$ cat src/sv/ssr_pkg.sv
`timescale 1ns / 1ps

package ssr_pkg;

    localparam int MAX_RUN     = 4;
    localparam int SAMPLE_BITS = 16;
    localparam int HALF_W      = SAMPLE_BITS + 1;
    localparam int THR_W       = 16;
    localparam int LIMIT_W     = 3;
    localparam int CELLS       = MAX_RUN + 1;
    localparam int CNT_W       = $clog2(MAX_RUN + 2);
    localparam int IDX_W       = $clog2(MAX_RUN + 1);
    localparam int CMP_W       = ((HALF_W > THR_W + 1) ? HALF_W : THR_W + 1) + 1;
    localparam int ADDR_W      = 3;
    localparam int DATA_W      = 32;

    localparam logic [THR_W-1:0]   THR_RESET   = THR_W'(500);
    localparam logic [LIMIT_W-1:0] LIMIT_RESET = LIMIT_W'(2);

    localparam logic REG_JUMP_THRESHOLD = 1'b0;
    localparam logic REG_RUN_LIMIT      = 1'b1;

    typedef logic [SAMPLE_BITS-1:0] sample_t;
    typedef logic [HALF_W-1:0]      half_t;
    typedef logic [HALF_W:0]        half_sum_t;
    typedef logic [THR_W-1:0]       thr_t;
    typedef logic [LIMIT_W-1:0]     limit_t;
    typedef logic [CNT_W-1:0]       cnt_t;
    typedef logic [IDX_W-1:0]       idx_t;
    typedef logic [CMP_W-1:0]       cmp_t;

    typedef enum logic [1:0] {
        RUN_NONE,
        RUN_UP,
        RUN_DOWN
    } run_mode_t;

    typedef enum logic [1:0] {
        ST_IDLE,
        ST_EVAL,
        ST_DECIDE,
        ST_EMIT
    } state_t;

    typedef struct packed {
        logic shift;
        logic append;
        idx_t idx;
    } chain_ctl_t;

    function automatic cnt_t eff_limit(input limit_t lim);
        cnt_t res;
        if (int'(lim) > MAX_RUN)
        begin
            res = cnt_t'(MAX_RUN);
        end
        else
        begin
            res = cnt_t'(lim);
        end
        return res;
    endfunction

endpackage

$ cat src/sv/ssr_cell.sv
`timescale 1ns / 1ps

module ssr_cell (
    input  logic                clk,
    input  ssr_pkg::chain_ctl_t ctl,
    input  logic                load,
    input  ssr_pkg::sample_t    sample,
    input  ssr_pkg::sample_t    right_value,
    output ssr_pkg::sample_t    value
);

    ssr_pkg::sample_t value_reg;
    ssr_pkg::sample_t value_next;

    always_comb
    begin
        value_next = value_reg;
        if (ctl.shift)
        begin
            value_next = right_value;
        end
        else if (ctl.append && load)
        begin
            value_next = sample;
        end
    end

    always_ff @(posedge clk)
    begin
        value_reg <= value_next;
    end

    assign value = value_reg;

endmodule

$ cat src/sv/ssr_ctrl.sv
`timescale 1ns / 1ps

module ssr_ctrl (
    input  logic                clk,
    input  logic                rst_n,
    input  logic                sample_valid,
    output logic                sample_stall,
    input  ssr_pkg::sample_t    sample,
    input  logic                scan_end,
    input  ssr_pkg::thr_t       jump_threshold,
    input  ssr_pkg::limit_t     run_limit,
    input  ssr_pkg::sample_t    head,
    output ssr_pkg::chain_ctl_t chain_ctl,
    output logic                result_valid,
    input  logic                result_stall,
    output ssr_pkg::half_t      value_half,
    output logic                replaced,
    output logic                scan_done,
    output logic                batch_last,
    output ssr_pkg::sample_t    held_sample
);

    ssr_pkg::state_t    state_reg, state_next;
    ssr_pkg::run_mode_t run_mode_reg, run_mode_next;
    logic               have_prev_reg, have_prev_next;
    ssr_pkg::half_t     prev_reg, prev_next;
    ssr_pkg::half_t     base_reg, base_next;
    ssr_pkg::cnt_t      held_count_reg, held_count_next;
    ssr_pkg::cnt_t      mids_left_reg, mids_left_next;
    ssr_pkg::cnt_t      emit_left_reg, emit_left_next;
    logic               result_valid_reg, result_valid_next;

    ssr_pkg::sample_t   sample_reg, sample_next;
    logic               last_reg, last_next;
    ssr_pkg::half_t     mid_reg, mid_next;
    ssr_pkg::half_t     value_half_reg, value_half_next;
    logic               replaced_reg, replaced_next;
    logic               scan_done_reg, scan_done_next;
    logic               batch_last_reg, batch_last_next;

    logic               accept;
    logic               slot_free;
    logic               emit_go;

    ssr_pkg::half_t     cur;
    ssr_pkg::cmp_t      cur_x;
    ssr_pkg::cmp_t      prev_x;
    ssr_pkg::cmp_t      thr2_x;
    logic               up_jump;
    logic               down_jump;
    logic               closing;
    ssr_pkg::half_sum_t mid_sum;
    ssr_pkg::half_t     mid;
    ssr_pkg::cnt_t      limit_eff;
    ssr_pkg::cnt_t      count_after;
    logic               jump;
    logic               hold;

    assign cur       = {sample_reg, 1'b0};
    assign cur_x     = ssr_pkg::cmp_t'(cur);
    assign prev_x    = ssr_pkg::cmp_t'(prev_reg);
    assign thr2_x    = ssr_pkg::cmp_t'({jump_threshold, 1'b0});
    assign up_jump   = cur_x >= (prev_x + thr2_x);
    assign down_jump = prev_x >= (cur_x + thr2_x);
    assign closing   = ((run_mode_reg == ssr_pkg::RUN_UP) && down_jump)
                    || ((run_mode_reg == ssr_pkg::RUN_DOWN) && up_jump);
    assign mid_sum   = ssr_pkg::half_sum_t'(base_reg) + ssr_pkg::half_sum_t'(cur);
    assign mid       = mid_sum[ssr_pkg::HALF_W:1];
    assign limit_eff = ssr_pkg::eff_limit(run_limit);
    assign count_after = held_count_reg + ssr_pkg::cnt_t'(1);

    always_comb
    begin
        state_next = state_reg;
        case (state_reg)
            ssr_pkg::ST_IDLE:
            begin
                if (sample_valid)
                begin
                    state_next = ssr_pkg::ST_EVAL;
                end
            end
            ssr_pkg::ST_EVAL:
            begin
                state_next = ssr_pkg::ST_DECIDE;
            end
            ssr_pkg::ST_DECIDE:
            begin
                if (emit_left_next != '0)
                begin
                    state_next = ssr_pkg::ST_EMIT;
                end
                else
                begin
                    state_next = ssr_pkg::ST_IDLE;
                end
            end
            ssr_pkg::ST_EMIT:
            begin
                if (emit_go && (emit_left_reg == ssr_pkg::cnt_t'(1)))
                begin
                    state_next = ssr_pkg::ST_IDLE;
                end
            end
            default:
            begin
                state_next = ssr_pkg::ST_IDLE;
            end
        endcase
    end

    always_comb
    begin
        sample_stall     = state_reg != ssr_pkg::ST_IDLE;
        accept           = (state_reg == ssr_pkg::ST_IDLE) && sample_valid;
        slot_free        = !result_valid_reg || !result_stall;
        emit_go          = (state_reg == ssr_pkg::ST_EMIT) && slot_free;
        chain_ctl.shift  = emit_go;
        chain_ctl.append = state_reg == ssr_pkg::ST_DECIDE;
        chain_ctl.idx    = held_count_reg[ssr_pkg::IDX_W-1:0];
    end

    always_comb
    begin
        run_mode_next     = run_mode_reg;
        have_prev_next    = have_prev_reg;
        prev_next         = prev_reg;
        base_next         = base_reg;
        held_count_next   = held_count_reg;
        mids_left_next    = mids_left_reg;
        emit_left_next    = emit_left_reg;
        sample_next       = sample_reg;
        last_next         = last_reg;
        mid_next          = mid_reg;
        value_half_next   = value_half_reg;
        replaced_next     = replaced_reg;
        scan_done_next    = scan_done_reg;
        batch_last_next   = batch_last_reg;
        result_valid_next = result_valid_reg && result_stall;
        jump              = 1'b0;
        hold              = 1'b0;

        if (accept)
        begin
            sample_next = sample;
            last_next   = scan_end;
        end

        if (state_reg == ssr_pkg::ST_EVAL)
        begin
            mids_left_next = '0;
            if (closing)
            begin
                mid_next       = mid;
                prev_next      = mid;
                run_mode_next  = ssr_pkg::RUN_NONE;
                mids_left_next = held_count_reg;
            end
        end

        if (state_reg == ssr_pkg::ST_DECIDE)
        begin
            if (run_mode_reg == ssr_pkg::RUN_NONE)
            begin
                jump = have_prev_reg && (up_jump || down_jump);
                hold = jump && (limit_eff != '0);
                if (jump)
                begin
                    base_next = prev_reg;
                end
                if (hold)
                begin
                    run_mode_next = up_jump ? ssr_pkg::RUN_UP : ssr_pkg::RUN_DOWN;
                end
            end
            else
            begin
                hold = count_after <= limit_eff;
                if (!hold)
                begin
                    run_mode_next = ssr_pkg::RUN_NONE;
                end
            end
            prev_next      = cur;
            have_prev_next = 1'b1;
            if (last_reg)
            begin
                hold           = 1'b0;
                run_mode_next  = ssr_pkg::RUN_NONE;
                have_prev_next = 1'b0;
                prev_next      = '0;
                base_next      = '0;
            end
            held_count_next = count_after;
            emit_left_next  = hold ? mids_left_reg : count_after;
        end

        if (emit_go)
        begin
            result_valid_next = 1'b1;
            replaced_next     = mids_left_reg != '0;
            value_half_next   = (mids_left_reg != '0) ? mid_reg : {head, 1'b0};
            batch_last_next   = emit_left_reg == ssr_pkg::cnt_t'(1);
            scan_done_next    = (emit_left_reg == ssr_pkg::cnt_t'(1)) && last_reg;
            emit_left_next    = emit_left_reg - ssr_pkg::cnt_t'(1);
            held_count_next   = held_count_reg - ssr_pkg::cnt_t'(1);
            if (mids_left_reg != '0)
            begin
                mids_left_next = mids_left_reg - ssr_pkg::cnt_t'(1);
            end
        end
    end

    always_ff @(posedge clk or negedge rst_n)
    begin
        if (!rst_n)
        begin
            state_reg        <= ssr_pkg::ST_IDLE;
            run_mode_reg     <= ssr_pkg::RUN_NONE;
            have_prev_reg    <= 1'b0;
            prev_reg         <= '0;
            base_reg         <= '0;
            held_count_reg   <= '0;
            mids_left_reg    <= '0;
            emit_left_reg    <= '0;
            result_valid_reg <= 1'b0;
        end
        else
        begin
            state_reg        <= state_next;
            run_mode_reg     <= run_mode_next;
            have_prev_reg    <= have_prev_next;
            prev_reg         <= prev_next;
            base_reg         <= base_next;
            held_count_reg   <= held_count_next;
            mids_left_reg    <= mids_left_next;
            emit_left_reg    <= emit_left_next;
            result_valid_reg <= result_valid_next;
        end
    end

    always_ff @(posedge clk)
    begin
        sample_reg     <= sample_next;
        last_reg       <= last_next;
        mid_reg        <= mid_next;
        value_half_reg <= value_half_next;
        replaced_reg   <= replaced_next;
        scan_done_reg  <= scan_done_next;
        batch_last_reg <= batch_last_next;
    end

    assign result_valid = result_valid_reg;
    assign value_half   = value_half_reg;
    assign replaced     = replaced_reg;
    assign scan_done    = scan_done_reg;
    assign batch_last   = batch_last_reg;
    assign held_sample  = sample_reg;

    a_count_bound: assert property (@(posedge clk) disable iff (!rst_n)
        held_count_reg <= ssr_pkg::cnt_t'(ssr_pkg::CELLS))
        else $error("held sample count exceeds the cell chain");

    a_emit_nonzero: assert property (@(posedge clk) disable iff (!rst_n)
        (state_reg == ssr_pkg::ST_EMIT) |-> (emit_left_reg != '0))
        else $error("emit state entered with no result pending");

    a_mids_within: assert property (@(posedge clk) disable iff (!rst_n)
        (state_reg == ssr_pkg::ST_EMIT) |-> (mids_left_reg <= emit_left_reg))
        else $error("more midpoint results pending than results");

    a_open_run_held: assert property (@(posedge clk) disable iff (!rst_n)
        ((state_reg == ssr_pkg::ST_IDLE) && (run_mode_reg != ssr_pkg::RUN_NONE))
        |-> ((held_count_reg != '0) && have_prev_reg))
        else $error("open run without held samples");

    a_accept_eval: assert property (@(posedge clk) disable iff (!rst_n)
        ((state_reg == ssr_pkg::ST_IDLE) && sample_valid) |=> (state_reg == ssr_pkg::ST_EVAL))
        else $error("accepted transaction not evaluated");

endmodule

$ cat src/sv/scan_spike_run_removal_unit.sv
// Flow: an accepted transaction passes through the EVAL and DECIDE states and then
// EMIT, where each result is registered; an item releases n results (0 to 5).
// Results leave the held-sample cell chain one per cycle unless result_stall holds them.
// A new transaction is taken once the last result of the previous one is registered.
// Reset (rst_n, asynchronous, active low) restores threshold 500 and run limit 2 and
// clears the scan state; held sample values in the cell chain are not cleared.
`timescale 1ns / 1ps

module scan_spike_run_removal_unit (
    input  logic                           clk,
    input  logic                           rst_n,
    input  logic                           psel,
    input  logic                           penable,
    input  logic                           pwrite,
    input  logic [ssr_pkg::ADDR_W-1:0]     paddr,
    input  logic [ssr_pkg::DATA_W-1:0]     pwdata,
    output logic [ssr_pkg::DATA_W-1:0]     prdata,
    output logic                           pready,
    input  logic                           sample_valid,
    output logic                           sample_stall,
    input  logic [ssr_pkg::SAMPLE_BITS-1:0] sample,
    input  logic                           scan_end,
    output logic                           result_valid,
    input  logic                           result_stall,
    output logic [ssr_pkg::HALF_W-1:0]     value_half,
    output logic                           replaced,
    output logic                           scan_done,
    output logic                           batch_last
);

    ssr_pkg::thr_t       jump_threshold_reg, jump_threshold_next;
    ssr_pkg::limit_t     run_limit_reg, run_limit_next;
    logic                cfg_write;
    ssr_pkg::chain_ctl_t chain_ctl;
    ssr_pkg::sample_t    cell_value [ssr_pkg::CELLS];
    ssr_pkg::sample_t    sample_ctrl_value;

    assign pready    = 1'b1;
    assign cfg_write = psel && penable && pwrite && pready;

    always_comb
    begin
        jump_threshold_next = jump_threshold_reg;
        run_limit_next      = run_limit_reg;
        if (cfg_write)
        begin
            case (paddr[2])
                ssr_pkg::REG_JUMP_THRESHOLD:
                begin
                    jump_threshold_next = pwdata[ssr_pkg::THR_W-1:0];
                end
                ssr_pkg::REG_RUN_LIMIT:
                begin
                    run_limit_next = pwdata[ssr_pkg::LIMIT_W-1:0];
                end
                default:
                begin
                    jump_threshold_next = jump_threshold_reg;
                end
            endcase
        end
    end

    always_comb
    begin
        case (paddr[2])
            ssr_pkg::REG_JUMP_THRESHOLD:
            begin
                prdata = ssr_pkg::DATA_W'(jump_threshold_reg);
            end
            ssr_pkg::REG_RUN_LIMIT:
            begin
                prdata = ssr_pkg::DATA_W'(run_limit_reg);
            end
            default:
            begin
                prdata = '0;
            end
        endcase
    end

    always_ff @(posedge clk or negedge rst_n)
    begin
        if (!rst_n)
        begin
            jump_threshold_reg <= ssr_pkg::THR_RESET;
            run_limit_reg      <= ssr_pkg::LIMIT_RESET;
        end
        else
        begin
            jump_threshold_reg <= jump_threshold_next;
            run_limit_reg      <= run_limit_next;
        end
    end

    // The chain holds the open run oldest first; a shift moves every sample one cell
    // toward the head, and an append writes the cell at the current fill position.
    for (genvar i = 0; i < ssr_pkg::CELLS; i++)
    begin : g_cell
        ssr_pkg::sample_t right_value;
        logic             load;

        if (i == ssr_pkg::CELLS - 1)
        begin : g_tail
            assign right_value = '0;
        end
        else
        begin : g_body
            assign right_value = cell_value[i+1];
        end

        assign load = chain_ctl.idx == ssr_pkg::idx_t'(i);

        ssr_cell u_cell (
            .clk         (clk),
            .ctl         (chain_ctl),
            .load        (load),
            .sample      (sample_ctrl_value),
            .right_value (right_value),
            .value       (cell_value[i])
        );
    end

    ssr_ctrl u_ctrl (
        .clk            (clk),
        .rst_n          (rst_n),
        .sample_valid   (sample_valid),
        .sample_stall   (sample_stall),
        .sample         (sample),
        .scan_end       (scan_end),
        .jump_threshold (jump_threshold_reg),
        .run_limit      (run_limit_reg),
        .head           (cell_value[0]),
        .chain_ctl      (chain_ctl),
        .result_valid   (result_valid),
        .result_stall   (result_stall),
        .value_half     (value_half),
        .replaced       (replaced),
        .scan_done      (scan_done),
        .batch_last     (batch_last),
        .held_sample    (sample_ctrl_value)
    );

endmodule
$ cat config.mk
export PLATFORM = sky130hd
export DESIGN_NAME = scan_spike_run_removal_unit
export DESIGN_NICKNAME = d
export VERILOG_FILES = /design/src/sv/ssr_pkg.sv /design/src/sv/ssr_cell.sv /design/src/sv/ssr_ctrl.sv /design/src/sv/scan_spike_run_removal_unit.sv
export SDC_FILE = /design/constraint.sdc
export NUM_CORES = 1
export LEC_CHECK = 0
export BUFFER_PORTS_ARGS = -buffer_cell sky130_fd_sc_hd__buf_2
export CORE_UTILIZATION = 40
export DETAILED_ROUTE_END_ITERATION = 8
export GPL_TIMING_DRIVEN = 0
export HOLD_SLACK_MARGIN = 0.03
export PLACE_DENSITY = 0.64
export SLEW_MARGIN = 0
export SYNTH_ARGS = -nofsm -noshare
export SYNTH_HDL_FRONTEND = slang
export SYNTH_HIERARCHICAL = 1
export SYNTH_SLANG_ARGS = --single-unit
$ cat constraint.sdc
create_clock -name clk -period 6.9 [get_ports clk]
set_clock_uncertainty 0.2 [all_clocks]
set_input_delay 1.38 -clock clk [delete_from_list [all_inputs] [get_ports clk]]
set_output_delay 1.38 -clock clk [all_outputs]
set_load 0.05 [all_outputs]
==> run metrics <==
status completed; Detail Route Antenna Nets 0; ant diodes 0; CP Data Arrival Time 5.68 ns; number of synthesized register bits 201; asr flop ratio synth 0.333; root buf cell clkbuf_16; kind of critical path reg -> reg; final setup vio count 0; met1 usage 0.253; P_leak 5.86 nW; pwr/cell area 496 nW/um2; TritonCTS clock tree yes; Avg Inst Size Synth 12.0 um2; top cell type's share of synthesized area 0.340; GPL Wtd Cong 0.918; Post-CTS Resized 0; setup TNS 0 ns; core outline area 28900 um2; P_sw 2.73 mW; synthesized area 11800 um2; most frequent cells in the layout edfxtp_1, nand2_1, ha_1, buf_2, dfrtp_1; delay-heaviest family, CP compound AO/OA/AOI/OAI gates; Tcrit/Tclk final 0.832; slew margin rel. 0.352; clk sink count 201; first drt pass iteration count 5; vias per cell 5.12; share of cells above drive strength 1 0.245; Pwr Total 6.72 mW; grt ovf 0; Fmax 0.174 GHz; GRT Overall Usage 0.174; most common cell after layout, fill and taps aside edfxtp_1; initial antenna violation count 0; CP Capture Type flip-flop; first-pass GRT wire length 41100 um; TritonCTS buffer count 24; vias in the first global route 7419; Distinct cells, synth 77; Buf/Inv on CP 1; Crit path depth 19; VDD IR max 0.000228 V; WP data required 6.84 ns; switch share 0.406; Critical Path Source Type flip-flop; die area 30300 um2; CP startpoint jump_threshold_reg[1]$_DFFE_PN0P_; busiest grt layer met2; DRC 0; Layout area overhead 14.5%; CP Max Fanout 17; yosys warns 6; Post-Synthesis Cells 982; port bufs 77; DIE WIDTH 174 um; Power Internal 3.99 mW; post-layout util 0.469; number of synthesized flops with an enable pin 134; I/O Pins 114; Final HPWL DP 19400 um; Largest register FFs 80; wire per inst 17.3 um; post-CTS setup buffer count 0; sequential share of the synthesized area 0.483; clk slew on worst S/H paths 0.06 ns; synth top area cells edfxtp_1, dfrtp_1, ha_1, mux2_4, mux2_2; largest net degree at the start of global routing 68; grt met3 use 0.0252; Period minus WS final 5.74 ns; # nets final 1272; Reg-to-Reg Start jump_threshold_reg[1]$_DFFE_PN0P_; Worst R2R Setup Slack 1.16 ns; Hold Slack 0.305 ns; Slowest Stage Delay on Critical Path 0.53 ns; Vert. Die Dim 174 um; sequence of cells on the critical path ha_1 -> a21o_1 -> a21oi_1 -> nor2b_1 -> o21a_1 -> o311ai_0 -> a31o_2 -> o2111ai_1 -> a21oi_1 -> xor2_1 -> ha_1 -> o21bai_1 -> a221oi_2 -> nand3_1 -> o21ai_1 -> nand4b_1 -> o21ai_1 -> nand2_1 -> inv_1; Hold WC Path Type reg -> reg; drt initial violations 391; max-cap violations 0; FF-to-FF path depth 19; Core Rows 62; Slew Limit Fails 0; hold buffers post-CTS 0; Clock Power Share 0.173; Yosys top cell by area edfxtp_1; share of total power in combinational logic 0.497; worst-margin pin slew 0.966 ns; later-pin clock latency in the skew report 0.51 ns; Primary FF master, synth edfxtp_1; Starting Density 0.410; RSZ-0062 raised after global routing no; hold path cells 1; DR vias 7767; hold_sp u_ctrl/base_reg[15]$_DFFE_PN0P_; H-tree levels 1; Detailed Route WL 26200 um; final hold vios 0; GR Layer Usage met2 0.262; CTS Buffer Depth 3; CP max-delay cell o311ai_0; Reg power frac 0.330
-- cell families after synthesis --
group | after synthesis | synth area share
mux | 105 | 0.117
compound gates | 194 | 0.113
simple gates | 258 | 0.106
fa+ha+maj | 97 | 0.105
other cells | 2 | 0.000635
buf+inv | 82 | 0.0439
xor+xnor | 43 | 0.0318
flops | 201 | 0.483
-- path summary, 6_finish.rpt --
| path | to |
|---|---|
| worst max-delay path | u_ctrl/mid_reg[6]$_DFFE_PP_ |
| worst max register to register | u_ctrl/mid_reg[6]$_DFFE_PP_ |
| worst min-delay path | u_ctrl/base_reg[15]$_DFFE_PN0P_ |
| max in group asynchronous | jump_threshold_reg[3]$_DFFE_PN0P_ |
| min in group asynchronous | u_ctrl/run_mode_reg[1]$_DFF_PN0_ |
| worst min register to register | u_ctrl/base_reg[15]$_DFFE_PN0P_ |
-- Yosys cell counts, types with 16 or more instances --
cell type and count:
nand2_1 101, a22o_1 17, mux2_2 47, nor2_1 47
nand3_1 17, xor2_1 22, dfrtp_1 60, o21ai_0 24
mux2_4 55, inv_1 32, buf_4 18, edfxtp_1 134
nor2b_1 23, a31oi_1 16, a21oi_1 49, xnor2_1 21
ha_1 94
-- worst reg2reg max path, stage by stage (launching register included) --
cell	delay [ns]
dfrtp_1	0.51
ha_1	0.34
a21o_1	0.16
a21oi_1	0.22
nor2b_1	0.08
o21a_1	0.20
o311ai_0	0.53
a31o_2	0.30
o2111ai_1	0.14
a21oi_1	0.19
xor2_1	0.17
ha_1	0.20
o21bai_1	0.10
a221oi_2	0.30
nand3_1	0.12
o21ai_1	0.46
nand4b_1	0.17
o21ai_1	0.24
nand2_1	0.20
inv_1	0.52
-- cell type report --
class	instances	area, um2
tap	384	480
timing repair buffer	77	388
inverter	33	124
buffer	49	395
clock buffer	34	679
sequential	201	5710
fill	2631	15300
clock inverter	10	50.0
multi-input combinational	730	5710
-- layer usage --
metal	part of all wire	up-vias	routed length (um)
met3	0.055	44	1440
met4	0.037	0	962
li1	-	3860	-
met2	0.43	235	11200
met5	0	-	0
met1	0.48	3628	12700
-- power by group through the flow --
| stage | Combinational, mW | Sequential [mW] | Clock (mW) |
|---|---|---|---|
| final | 3.34 | 2.22 | 1.16 |
| after global routing | 3.70 | 2.27 | 1.23 |
| after CTS | 3.34 | 2.22 | 1.19 |
| after detailed placement | 3.32 | 2.24 | 0 |
| after global placement | 3.25 | 2.23 | 0 |
| after floorplan | 2.48 | 2.26 | 0 |
-- metrics by stage --
| stage | cells | area, um2 | setup WS, ns |
|---|---|---|---|
| 3_5_place_dp | 1474 | 12800 | 1.24 |
| 5_1_grt | 1518 | 13500 | 0.737 |
| 3_3_place_gp | 1474 | 12800 | 1.29 |
| 2_1_floorplan | 1013 | 11900 | 2.29 |
| 6_report | 1518 | 13500 | 1.16 |
| 4_1_cts | 1518 | 13500 | 1.22 |
No activity file was read; power rests on OpenSTA's default activity.
